$ cat config.mk
export PLATFORM = sky130hd
export DESIGN_NAME = tilu_ctrl
export DESIGN_NICKNAME = d
export VERILOG_FILES = /design/src/sv/tilu_pkg.sv /design/src/sv/tilu_ctrl.sv
export VERILOG_INCLUDE_DIRS = /design/src /design/src/sv
export SDC_FILE = /design/constraint.sdc
export NUM_CORES = 1
export LEC_CHECK = 0
export ABC_AREA = 1
export BUFFER_PORTS_ARGS = -buffer_cell sky130_fd_sc_hd__buf_2
export CORE_MARGIN = 2
export CORE_UTILIZATION = 30
export DETAILED_ROUTE_END_ITERATION = 7
export SLEW_MARGIN = 20
export SYNTH_ARGS = -nofsm -noshare
export SYNTH_HDL_FRONTEND = slang
export SYNTH_SLANG_ARGS = --single-unit
$ cat constraint.sdc
create_clock -name clk -period 3.5 [get_ports clk]
set_clock_uncertainty 0.2 [all_clocks]
set_input_delay 0.525 -clock clk [delete_from_list [all_inputs] [get_ports clk]]
set_output_delay 0.525 -clock clk [all_outputs]
set_load 0.005 [all_outputs]
$ cat src/sv/assert_macros.svh
// Assertion helpers shared by the RTL files.
// Both macros sample on clk and are disabled while arst_n is low.
`ifndef ASSERT_MACROS_SVH
`define ASSERT_MACROS_SVH

// The property must hold at every sampled edge outside reset.
`define ASSERT_CLK(lbl, prop, msg) \
	lbl: assert property (@(posedge clk) disable iff (!arst_n) (prop)) \
		else $error(msg);

// The condition must never be true at a sampled edge outside reset.
`define ASSERT_NEVER(lbl, cond, msg) \
	`ASSERT_CLK(lbl, !(cond), msg)

`endif

$ cat src/sv/tilu_pkg.sv
`default_nettype none

package tilu_pkg;

	// Fixed field widths of the stream payloads.
	localparam int MODE_W   = 2;
	localparam int LETTER_W = 5;
	localparam int STATUS_W = 3;

	// Request kinds carried in tuser.
	typedef enum logic [MODE_W-1:0] {
		MODE_INSERT = 2'd0,
		MODE_FIND   = 2'd1,
		MODE_CLEAR  = 2'd2,
		MODE_IGNORE = 2'd3
	} mode_t;

	// Result codes.
	typedef enum logic [STATUS_W-1:0] {
		ST_INSERTED  = 3'd0,
		ST_FOUND     = 3'd1,
		ST_NOT_FOUND = 3'd2,
		ST_POOL_FULL = 3'd3,
		ST_CLEARED   = 3'd4
	} status_t;

	// Result handed from the controller to the output register.
	typedef struct packed {
		logic    vld;
		status_t status;
	} res_t;

endpackage

`default_nettype wire

$ cat src/sv/tilu_ctrl.sv
`default_nettype none
`include "assert_macros.svh"

// Walk sequencer: issues the reads for one letter, decides on the returned
// entries and writes back links, masks and word marks.
module tilu_ctrl #(
	parameter int NODE_COUNT    = 256,
	parameter int ALPHABET_SIZE = 26,
	localparam int NODE_W = $clog2(NODE_COUNT),
	localparam int LTR_W  = $clog2(ALPHABET_SIZE),
	localparam int CNT_W  = NODE_W + 1
) (
	input  wire logic                            clk,
	input  wire logic                            arst_n,
	input  wire logic                            in_valid,
	output logic                                 in_ready,
	input  wire tilu_pkg::mode_t                 in_mode,
	input  wire logic [tilu_pkg::LETTER_W-1:0]   in_letter,
	input  wire logic                            in_last,
	input  wire logic                            out_busy,
	output tilu_pkg::res_t                       res,
	output logic                                 ch_rd_en,
	output logic [NODE_W+LTR_W-1:0]              ch_rd_addr,
	input  wire logic [NODE_W-1:0]               ch_rd_data,
	output logic                                 ch_wr_en,
	output logic [NODE_W+LTR_W-1:0]              ch_wr_addr,
	output logic [NODE_W-1:0]                    ch_wr_data,
	output logic                                 nd_rd_en,
	output logic [NODE_W-1:0]                    nd_rd_addr,
	input  wire logic [ALPHABET_SIZE-1:0]        nd_rd_pres,
	input  wire logic                            nd_rd_we,
	output logic                                 nd_wr_pres_en,
	output logic                                 nd_wr_we_en,
	output logic [NODE_W-1:0]                    nd_wr_addr,
	output logic [ALPHABET_SIZE-1:0]             nd_wr_pres,
	output logic                                 nd_wr_we
);

	typedef enum logic [3:0] {
		S_IDLE = 4'b0001,
		S_WALK = 4'b0010,
		S_INIT = 4'b0100,
		S_FEND = 4'b1000
	} state_t;

	state_t                 state_q, state_d;
	tilu_pkg::mode_t        mode_s1;
	logic [LTR_W-1:0]       ltr_s1;
	logic                   inrange_s1;
	logic                   last_s1;
	logic [NODE_W-1:0]      cursor_q;
	logic [CNT_W-1:0]       used_q;
	logic                   failed_q;
	logic                   root_pres_ok_q;
	logic                   root_we_ok_q;
	logic [NODE_W-1:0]      fresh_q;

	logic                   accept;
	logic [LTR_W-1:0]       in_ltr;
	logic                   in_range;
	logic [ALPHABET_SIZE-1:0] pres_vec;
	logic                   we_cur;
	logic                   is_ins, is_find, is_clr;
	logic                   do_walk, hit, room, alloc, fail_now, fail_next;
	logic [NODE_W-1:0]      fresh, dest;
	logic                   go_fend, has_res, blocked, adv, fend_done;
	logic                   we_mark;
	tilu_pkg::status_t      walk_status;

	assign accept   = in_valid && in_ready;
	assign in_ready = (state_q == S_IDLE);
	assign in_ltr   = LTR_W'(in_letter);
	assign in_range = (32'(in_letter) < ALPHABET_SIZE);

	// Entries of the root read as empty until written after reset or clear.
	assign pres_vec = (cursor_q == '0 && !root_pres_ok_q) ? '0 : nd_rd_pres;
	assign we_cur   = (cursor_q == '0 && !root_we_ok_q) ? 1'b0 : nd_rd_we;

	// Decision for the letter whose entries have just returned.
	assign is_ins    = (mode_s1 == tilu_pkg::MODE_INSERT);
	assign is_find   = (mode_s1 == tilu_pkg::MODE_FIND);
	assign is_clr    = (mode_s1 == tilu_pkg::MODE_CLEAR);
	assign do_walk   = (is_ins || is_find) && !failed_q && inrange_s1;
	assign hit       = do_walk && pres_vec[ltr_s1];
	assign room      = (used_q < CNT_W'(NODE_COUNT));
	assign alloc     = do_walk && !hit && is_ins && room;
	assign fail_now  = do_walk && !hit && !alloc;
	assign fail_next = failed_q || fail_now;
	assign fresh     = used_q[NODE_W-1:0];
	assign dest      = hit ? ch_rd_data : (alloc ? fresh : cursor_q);
	assign go_fend   = hit && is_find && last_s1;
	assign has_res   = is_clr || ((is_ins || is_find) && last_s1 && !go_fend);
	assign blocked   = has_res && out_busy;
	assign adv       = (state_q == S_WALK) && !blocked;
	assign fend_done = (state_q == S_FEND) && !out_busy;
	assign we_mark   = adv && is_ins && last_s1 && !fail_next && !alloc;

	// Status of a key that ends in the walk cycle.
	always_comb begin
		if (is_clr) begin
			walk_status = tilu_pkg::ST_CLEARED;
		end else if (is_ins) begin
			walk_status = fail_next ? tilu_pkg::ST_POOL_FULL : tilu_pkg::ST_INSERTED;
		end else if (!fail_next && we_cur) begin
			walk_status = tilu_pkg::ST_FOUND;
		end else begin
			walk_status = tilu_pkg::ST_NOT_FOUND;
		end
	end

	// Result toward the output register.
	always_comb begin
		res.vld    = (adv && has_res) || fend_done;
		res.status = (state_q == S_FEND)
			? (nd_rd_we ? tilu_pkg::ST_FOUND : tilu_pkg::ST_NOT_FOUND)
			: walk_status;
	end

	// Memory read requests: entries of the cursor on accept, the word mark of
	// the reached child before a find answers.
	assign ch_rd_en   = accept;
	assign ch_rd_addr = {cursor_q, in_ltr};
	assign nd_rd_en   = accept || (adv && go_fend);
	assign nd_rd_addr = accept ? cursor_q : ch_rd_data;

	// Memory writes: new link and parent mask in the walk cycle, the fresh
	// node's entry in the cycle after it, or a word mark on an existing node.
	assign ch_wr_en      = adv && alloc;
	assign ch_wr_addr    = {cursor_q, ltr_s1};
	assign ch_wr_data    = fresh;
	assign nd_wr_pres_en = (adv && alloc) || (state_q == S_INIT);
	assign nd_wr_we_en   = we_mark || (state_q == S_INIT);
	assign nd_wr_addr    = (state_q == S_INIT) ? fresh_q : (alloc ? cursor_q : dest);
	assign nd_wr_pres    = (state_q == S_INIT)
		? '0 : (pres_vec | (ALPHABET_SIZE'(1) << ltr_s1));
	assign nd_wr_we      = (state_q == S_INIT) ? last_s1 : 1'b1;

	// Next state.
	always_comb begin
		state_d = state_q;
		case (state_q)
			S_IDLE: begin
				if (accept) begin
					state_d = S_WALK;
				end
			end
			S_WALK: begin
				if (adv) begin
					if (alloc) begin
						state_d = S_INIT;
					end else if (go_fend) begin
						state_d = S_FEND;
					end else begin
						state_d = S_IDLE;
					end
				end
			end
			S_INIT: begin
				state_d = S_IDLE;
			end
			S_FEND: begin
				if (!out_busy) begin
					state_d = S_IDLE;
				end
			end
			default: begin
				state_d = S_IDLE;
			end
		endcase
	end

	// Request capture.
	always_ff @(posedge clk) begin
		if (accept) begin
			mode_s1    <= in_mode;
			ltr_s1     <= in_ltr;
			inrange_s1 <= in_range;
			last_s1    <= in_last;
		end
		if (adv) begin
			fresh_q <= fresh;
		end
	end

	// Trie control state.
	always_ff @(posedge clk or negedge arst_n) begin
		if (!arst_n) begin
			state_q        <= S_IDLE;
			cursor_q       <= '0;
			used_q         <= CNT_W'(1);
			failed_q       <= 1'b0;
			root_pres_ok_q <= 1'b0;
			root_we_ok_q   <= 1'b0;
		end else begin
			state_q <= state_d;
			if (adv) begin
				if (is_clr) begin
					cursor_q       <= '0;
					used_q         <= CNT_W'(1);
					failed_q       <= 1'b0;
					root_pres_ok_q <= 1'b0;
					root_we_ok_q   <= 1'b0;
				end else if (is_ins || is_find) begin
					if (last_s1) begin
						cursor_q <= '0;
						failed_q <= 1'b0;
					end else begin
						cursor_q <= dest;
						failed_q <= fail_next;
					end
					if (alloc) begin
						used_q <= used_q + CNT_W'(1);
						if (cursor_q == '0) begin
							root_pres_ok_q <= 1'b1;
						end
					end
					if (we_mark && dest == '0) begin
						root_we_ok_q <= 1'b1;
					end
				end
			end
		end
	end

	`ASSERT_CLK(a_cursor_allocated, cursor_q < used_q, "cursor beyond allocated nodes")
	`ASSERT_CLK(a_used_bounds, (used_q != '0) && (used_q <= CNT_W'(NODE_COUNT)),
		"node count out of bounds")
	`ASSERT_CLK(a_init_after_walk, (state_q == S_INIT) |-> $past(state_q == S_WALK),
		"node init without a preceding walk")
	`ASSERT_NEVER(a_res_not_walk, res.vld && (state_q == S_IDLE || state_q == S_INIT),
		"result outside a deciding cycle")

endmodule

`default_nettype wire
# Yosys cells after proc, flatten, opt, wreduce, memory -nomap -nowiden
# Cells that the tools add are included.
# word_totals
out_inout_bits	87
word_cells	119
ff_bits	41
inputBits	47
# op_classes
n_bitwise	1
muxes	39
add_sub_neg	1
eq_ne	9
shifts	1
order_cmp	3
n_reduce_logical	54
# ops
cell	count
$mux W8	8
$mux W26	2
$mux W9	3
$logic_and A1 B1 Y1	26
$or A26 B26 Y26	1
$shl A1 B5 Y26 const A	1
$mux W4	5
$logic_not A8 Y1	2
$mux W1	13
$pmux W4 S3	1
$add A9 B1 Y9 const B	1
$logic_not A1 Y1	9
$lt A9 B9 Y1 const B	1
$reduce_and A3 Y1	3
$mux W2	4
$reduce_bool A2 Y1	4
$logic_or A1 B1 Y1	7
$lt A5 B6 Y1 const B	1
$mux W3	2
$bmux W1 S5	1
$lt A5 B5 Y1 const B	1
$eq A4 B1 Y1 const B	1
$eq A4 B2 Y1 const B	1
$eq A4 B3 Y1 const B	1
8 further kinds	9

# Longest topological paths before layout
# Gate-level depths: netlist (run 1).
# logic_depth
depth_word	22
mapped_depth	24
mapped_depth_nobuf	23

# Worst setup path after synthesis (run 1)
# No wires, ideal clock.
# synth_timing
path_type	reg2out
from	reg cursor_q[4]
to	out res[0] (netlist bit)
required_ns	2.775
arrival_ns	2.171
stages_incl_launch_ff	21
path_buffers	2
path_slack_ns	0.604
path_cell_list	dfrtp_1 > nor2_1 > nand2_1 > nor2_2 > nand2_2 > buf_6 > buf_6 > nand2_2 > nand2_1 > nand3_1 > nand3_1 > nand2_1 > nand2_1 > nand2_1 > nand2_1 > o21ai_0 > inv_1 > o311ai_0 > nand2_1 > nand3_1 > nand2_1
# synth_rtl
item	line	source
start: declaration	tilu_ctrl.sv:51	logic [NODE_W-1:0] cursor_q;
start signal: assignment	tilu_ctrl.sv:208	cursor_q <= dest;
end: declaration	tilu_ctrl.sv:21	output tilu_pkg::res_t res,

# Final worst setup path (run 1)
# layout_timing
from	reg cursor_q[4]
to	out nd_wr_addr[4]
# layout_via
elab_chain_cells	14
# layout_rtl
item	line	source
$logic_not A8 Y1	tilu_ctrl.sv:76	assign pres_vec = (cursor_q == '0 && !root_pres_ok_q) ? '0 : nd_rd_pres;
$logic_and A1 B1 Y1	tilu_ctrl.sv:76	
$mux W26	tilu_ctrl.sv:76	
$bmux W1 S5	tilu_ctrl.sv:84	assign hit = do_walk && pres_vec[ltr_s1];
$mux W1 (implied by the code)	tilu_ctrl.sv:84	
$logic_and A1 B1 Y1	tilu_ctrl.sv:84	
$logic_not A1 Y1	tilu_ctrl.sv:86	assign alloc = do_walk && !hit && is_ins && room;
$logic_and A1 B1 Y1 (3 in series)	tilu_ctrl.sv:86	
$mux W8 (2 in series)	tilu_ctrl.sv:90	assign dest = hit ? ch_rd_data : (alloc ? fresh : cursor_q);
$mux W8 (*) (2 in series)	tilu_ctrl.sv:133	assign nd_wr_addr = (state_q == S_INIT) ? fresh_q : (alloc ? cursor_q : dest);
end: declaration	tilu_ctrl.sv:34	output logic [NODE_W-1:0] nd_wr_addr,
# Every way passes the cells marked *; elsewhere a longest branch is shown, timed or not. The select of a mux whose other input is x is not followed.

==> results.json, run 1 <==
{
  "synth_cell_types": 41,
  "fin_crit_ps": 3640,
  "wl_met3_um": 591,
  "wl_per_cell_um": 14.9,
  "vias": 3883,
  "path_buf_inv": 4,
  "path_cells": "nor2_1 -> nand2_1 -> nor2_4 -> nand2_4 -> buf_12 -> nand2_2 -> nand2_1 -> nand2_1 -> nand3b_1 -> nand3_2 -> nand2_4 -> buf_4 -> nand2_2 -> nand2_4 -> buf_4 -> or2_2 -> nand2_2 -> nand2_1 -> o21ai_2 -> o21ai_1 -> buf_2",
  "top_layer_used": "met4",
  "max-slew-margin-rel_pct": 48.8,
  "crit_start": "cursor_q[4]",
  "peakVddDrop_mv": 0.371,
  "reg2reg_depth": 21,
  "fillCellCount": 1100,
  "worst_pin_slew_ps": 768,
  "synth_cells": 483,
  "areaGrowthSynthToFinish_pct": 40.0,
  "power.density_nw_per_um2": 848,
  "holdBufCountCts": 0,
  "ant_nets": 0,
  "slowest_delay_ps": 360,
  "yosys-top-cells-area": "dfrtp_1 17%, edfxtp_1 15%, nand2_1 15%",
  "wl_met1_mm": 4.86,
  "avgSynthCellArea_sq_um": 6.82,
  "grt_pass1_wl_mm": 17.5,
  "cp.required_ps": 2770,
  "clock_latency_ps": 300,
  "coreArea_sq_um": 10800,
  "reg2reg_from": "cursor_q[4]",
  "rsz0062_at_grt": "yes",
  "synth_edf_count": 17,
  "grt_antenna_before_repair": 0,
  "path_max_fanout": 10,
  "globalRouteOverflowTotal": 0,
  "synth.most_common_cell": "nand2_1",
  "synthTopCellsByCount": "129 x nand2_1, 46 x inv_1, 45 x a21oi_1",
  "cp_top_family": "simple AND/OR/NAND/NOR gates",
  "r2r_slack_ps": 220,
  "synth.ff_latch_count": 41,
  "critPathKind": "flop to primary output",
  "syn-num-nets": 531,
  "synth_top_area_share_pct": 16.7,
  "clock_tree.buffer_depth": 2,
  "cts_sinks": 41,
  "htreeDepth": 2,
  "power.total_mw": 3.91,
  "maxSlewViolCount": 0,
  "hold_path_class": "primary input to asynchronous set/reset pin",
  "multiInputGateArea_sq_um": 1910,
  "die_height_um": 109,
  "cap_violations": 0,
  "start_util_pct": 30.5,
  "violations": "negative setup slack",
  "leakagePower_nw": 2.36,
  "wirelength_mm": 11.4,
  "place_congestion": 0.915,
  "synth-main-ff-cell": "dfrtp_1",
  "setup_slack_ps": -142,
  "cp-end-kind": "primary output",
  "grt_pass1_vias": 3649,
  "drc": 0,
  "die_w_um": 109,
  "yosys_warnings": 0,
  "clockRootBuffer": "clkbuf_8",
  "die_area_sq_um": 11800,
  "grt_max_degree": 45,
  "path_common_cell": "nand2_1",
  "dp_hpwl_mm": 8.37,
  "portBuffers": 133,
  "clk_pin_slew_worst_paths_ps": 80,
  "rows": 38,
  "place_ws_ps": 50.9,
  "crit_arrival_ps": 2920,
  "hold_viol": 0,
  "fin_crit_sh_pct": 104,
  "slowest_stage": "dfrtp_1",
  "num_antenna_cells": 0,
  "io_pins": 134,
  "grt_usage_pct": 18.8,
  "viasPerCell": 5.06,
  "finalSetupViolations": 10,
  "fmax_mhz": 275,
  "tritoncts": "yes",
  "syn_area_sq_um": 3290,
  "status": "finished, violations left",
  "seq_area_sq_um": 1110,
  "initialDrtViolationCount": 355,
  "cts_buffers": 5,
  "yosysTopAreaCell": "dfrtp_1",
  "wl_met2_mm": 5.68,
  "hold_ws_ps": 7.85,
  "startpoint_type": "flop",
  "drt_pass1_iterations": 8,
  "synth-seq-area-share_pct": 33.8,
  "synth-async-reset-ratio_pct": 58.5,
  "rr_endpoint": "root_we_ok_q",
  "fin_nets": 675,
  "drive_above_1_share_pct": 40.9
}
flip-flops by register name, summed over array words and instances, names as in the netlist:
name and count:
used_q 9, cursor_q 8, fresh_q 8, ltr_s1 5, state_q 4, mode_s1 2
failed_q 1, inrange_s1 1, last_s1 1, root_pres_ok_q 1, root_we_ok_q 1
what timing repair did:
item / CTS / global route
pin swaps: 26 / 17
cloned: 2 / 0
gates resized for setup: 51 / 23
endpoints found under the setup margin: 13 / 15
setup buffers: 20 / 8
cell type report:
type | instances | area share [%]
Multi-Input combinational cell | 349 | 41.4
Clock buffer | 5 | 1.49
Inverter | 51 | 4.21
Clock inverter | 3 | 1.41
Sequential cell | 41 | 24.2
Tap cell | 140 | 3.80
Timing Repair Buffer | 179 | 23.6
stage by stage:
stage	area (sq um)	utilization, %	TNS, ps	std cells
final	4610	42.7	-793	768
after CTS	4460	41.4	-727	760
after global placement	4000	37.1	0	730
after floorplan	3290	-	0	483
after detailed placement	4000	37.1	0	730
after global routing	4610	42.7	-3000	768
how the worst max path moves through the flow:
stage | to | cells after the start
5_1_grt | nd_wr_addr[3] | 20
6_report | nd_wr_addr[4] | 21
4_1_cts | nd_wr_addr[3] | 22
3_3_place_gp | nd_wr_addr[1] | 21
2_1_floorplan | res[0] | 20
3_5_place_dp | nd_wr_addr[1] | 21
cells by family (layout without fill, tap and decap cells):
group / after synthesis / count (layout) / synth area share [%]
compound gates: 98 / 98 / 16.4
fa+ha+maj: 1 / 1 / 0.380
buf+inv: 93 / 238 / 14.1
flops: 41 / 41 / 33.8
simple gates: 250 / 250 / 35.2
per-layer routing:
metal,global-route usage [%],vias to the layer above
met5,0,-
met4,6.50,0
met1,24.2,1822
met2,32.4,153
li1,-,1883
met3,2.21,25
power breakdown:
| group | total [mW] | switching (mW) | internal, mW | leakage [nW] |
|---|---|---|---|---|
| Clock | 0.458 | 0.175 | 0.284 | 0.0681 |
| Combinational | 2.63 | 1.44 | 1.19 | 1.82 |
| Sequential | 0.826 | 0.152 | 0.674 | 0.468 |
cells in the final DEF (no fill, tap or decap), types with 7 or more instances in the layout:
cell type	n
o21ai_0	23
nand4_1	20
nand2_1	105
buf_4	38
o22ai_1	7
nand2_2	27
nand2_4	7
nand3_2	9
a21oi_1	45
inv_1	45
dfrtp_1	22
edfxtp_1	17
o21ai_1	9
buf_2	133
nand3_1	29
nor2_1	30
Note: power is estimated with default switching activity, not from simulation.
==> run 2: changes to the inputs <==
--- a/config.mk
+++ b/config.mk
@@ -11,6 +11,7 @@
 export CORE_MARGIN = 2
 export CORE_UTILIZATION = 30
 export DETAILED_ROUTE_END_ITERATION = 7
+export SKIP_LAST_GASP = 1
 export SLEW_MARGIN = 20
 export SYNTH_ARGS = -nofsm -noshare
 export SYNTH_HDL_FRONTEND = slang
==> run 2 against run 1 <==
The run still ends with negative setup slack left. Global-route usage is the same. Fmax grew 0.12%. Non-clock buffer count stayed put. Core utilization is essentially flat. Power shrank 0.16%.
==> results.json, run 2 (synthesis results as in run 1) <==
{
  "portBuffers": 133,
  "grt_usage_pct": 18.8,
  "cp-end-kind": "primary output",
  "htreeDepth": 2,
  "endpoint": "nd_wr_addr[4]",
  "cts_sinks": 41,
  "die_w_um": 109,
  "peakVddDrop_mv": 0.370,
  "wirelength_mm": 11.4,
  "p_int_mw": 2.14,
  "maxSlewViolCount": 0,
  "final_common_cell": "buf_2",
  "cts_buffers": 5,
  "clk_pin_slew_worst_paths_ps": 80,
  "cp.required_ps": 2770,
  "p_seq_share_pct": 21.2,
  "grt_pass1_vias": 3649,
  "fin_crit_sh_pct": 104,
  "drt_pass1_iterations": 7,
  "fin_nets": 675,
  "dp_hpwl_mm": 8.37,
  "worst_pin_slew_ps": 769,
  "power.share.clock_pct": 11.8,
  "place_congestion": 0.915,
  "leakagePower_nw": 2.36,
  "violations": "negative setup slack",
  "fmax_mhz": 275,
  "hold_viol": 0,
  "rows": 38,
  "start_util_pct": 30.5,
  "cap_violations": 0,
  "viasPerCell": 5.06,
  "die_area_sq_um": 11800,
  "vias": 3886,
  "grt_antenna_before_repair": 0,
  "drive_above_1_share_pct": 40.8,
  "drc": 0,
  "fin_crit_ps": 3640,
  "fin_util_pct": 42.7,
  "path_max_fanout": 10,
  "instances_no_fill": 768,
  "grt_pass1_wl_mm": 17.5,
  "r2r_slack_ps": 220,
  "startpoint_type": "flop",
  "globalRouteOverflowTotal": 0,
  "clock_tree.buffer_depth": 2,
  "reg2reg_from": "cursor_q[4]",
  "finalSetupViolations": 10,
  "initialDrtViolationCount": 311,
  "place_ws_ps": 50.9,
  "power.total_mw": 3.90,
  "rr_endpoint": "failed_q",
  "swShare_pct": 45.1,
  "tritoncts": "yes",
  "power.density_nw_per_um2": 847,
  "grt_max_degree": 45,
  "max-slew-margin-rel_pct": 48.7,
  "reg2reg_depth": 20,
  "hold_path_class": "primary input to asynchronous set/reset pin",
  "p_sw_mw": 1.76,
  "top_register": "used_q",
  "clock_latency_ps": 300,
  "final_cell_mix": "133 x buf_2, 105 x nand2_1, 45 x inv_1, 45 x a21oi_1, 38 x buf_4",
  "status": "finished, violations left",
  "coreArea_sq_um": 10800,
  "crit_arrival_ps": 2910,
  "largest_reg_flops": 9,
  "io_pins": 134,
  "crit_start": "cursor_q[4]",
  "die_height_um": 109,
  "clockRootBuffer": "clkbuf_8",
  "comb_power_share_pct": 67.1,
  "num_antenna_cells": 0,
  "critPathKind": "flop to primary output",
  "hold_ws_ps": 7.18,
  "reg.largest.list": "used_q (9), cursor_q (8), fresh_q (8)",
  "dp.cells": 730,
  "areaGrowthSynthToFinish_pct": 39.8,
  "setup_slack_ps": -137,
  "wl_per_cell_um": 14.8,
  "rsz0062_at_grt": "yes",
  "ant_nets": 0
}
-- run 2: changes by cell type in the layout (fill, tap and decap cells not counted) --
cell     delta
o21ai_2     -1
o21ai_1     +1
-- run 2: critical path, stage by stage, from the launching register on --
cell and delay, ps:
dfrtp_1 360, nor2_1 60, nand2_1 120, nor2_4 70, nand2_4 130, buf_12 160, nand2_2 60, nand2_1 50
nand2_1 40, nand3b_1 160, nand3_2 110, nand2_4 70, buf_4 140, nand2_2 100, nand2_4 100, buf_4 180
or2_2 270, nand2_2 80, nand2_1 60, o21ai_2 60, o21ai_1 70, buf_2 140
-- run 2: routing by layer --
layer | GRT usage [%] | share of wire (%)
met5 | 0 | 0
met4 | 6.50 | 2.7
met3 | 2.21 | 4.8
met2 | 32.4 | 49
met1 | 24.2 | 43
-- run 2: area by class of cell --
type / count / area, sq um
clock buffers: 5 / 68.8
repair buffers: 179 / 1090
multi-input cells: 349 / 1900
clock inverters: 3 / 65.1
flip-flops and latches: 41 / 1110
inverters: 51 / 194
fillers: 1098 / 6190
well taps: 140 / 175
-- run 2: power by group through the flow --
stage	Sequential [mW]	Clock, mW	Combinational [mW]
6_report	0.826	0.459	2.62
5_1_grt	0.847	0.483	2.89
4_1_cts	0.824	0.465	2.46
3_5_place_dp	0.854	0	1.95
3_3_place_gp	0.840	0	1.95
2_1_floorplan	0.801	0	1.32
-- run 2: per-stage QoR --
| stage | cell area (sq um) | TNS, ps |
|---|---|---|
| 6_report | 4610 | -776 |
| 5_1_grt | 4610 | -3030 |
| 4_1_cts | 4460 | -747 |
| 3_5_place_dp | 4000 | 0 |
| 3_3_place_gp | 4000 | 0 |
| 2_1_floorplan | 3290 | 0 |
-- run 2: how the worst min path moves through the flow --
stage | start | slack (ps) | end
final | arst_n | 7 | cursor_q[4]
after global routing | arst_n | 40 | used_q[1]
after CTS | arst_n | 20 | used_q[4]
after detailed placement | root_we_ok_q | 270 | root_we_ok_q
after global placement | root_we_ok_q | 260 | root_we_ok_q
after floorplan | arst_n | 30 | cursor_q[0]
-- run 2: timing repair --
action | in CTS | in global routing
setup buffers | 20 | 8
resized for setup | 50 | 23
hold buffers | 0 | 0
setup endpoints to repair | 13 | 15
gates cloned | 2 | 0
pin swaps | 26 | 17
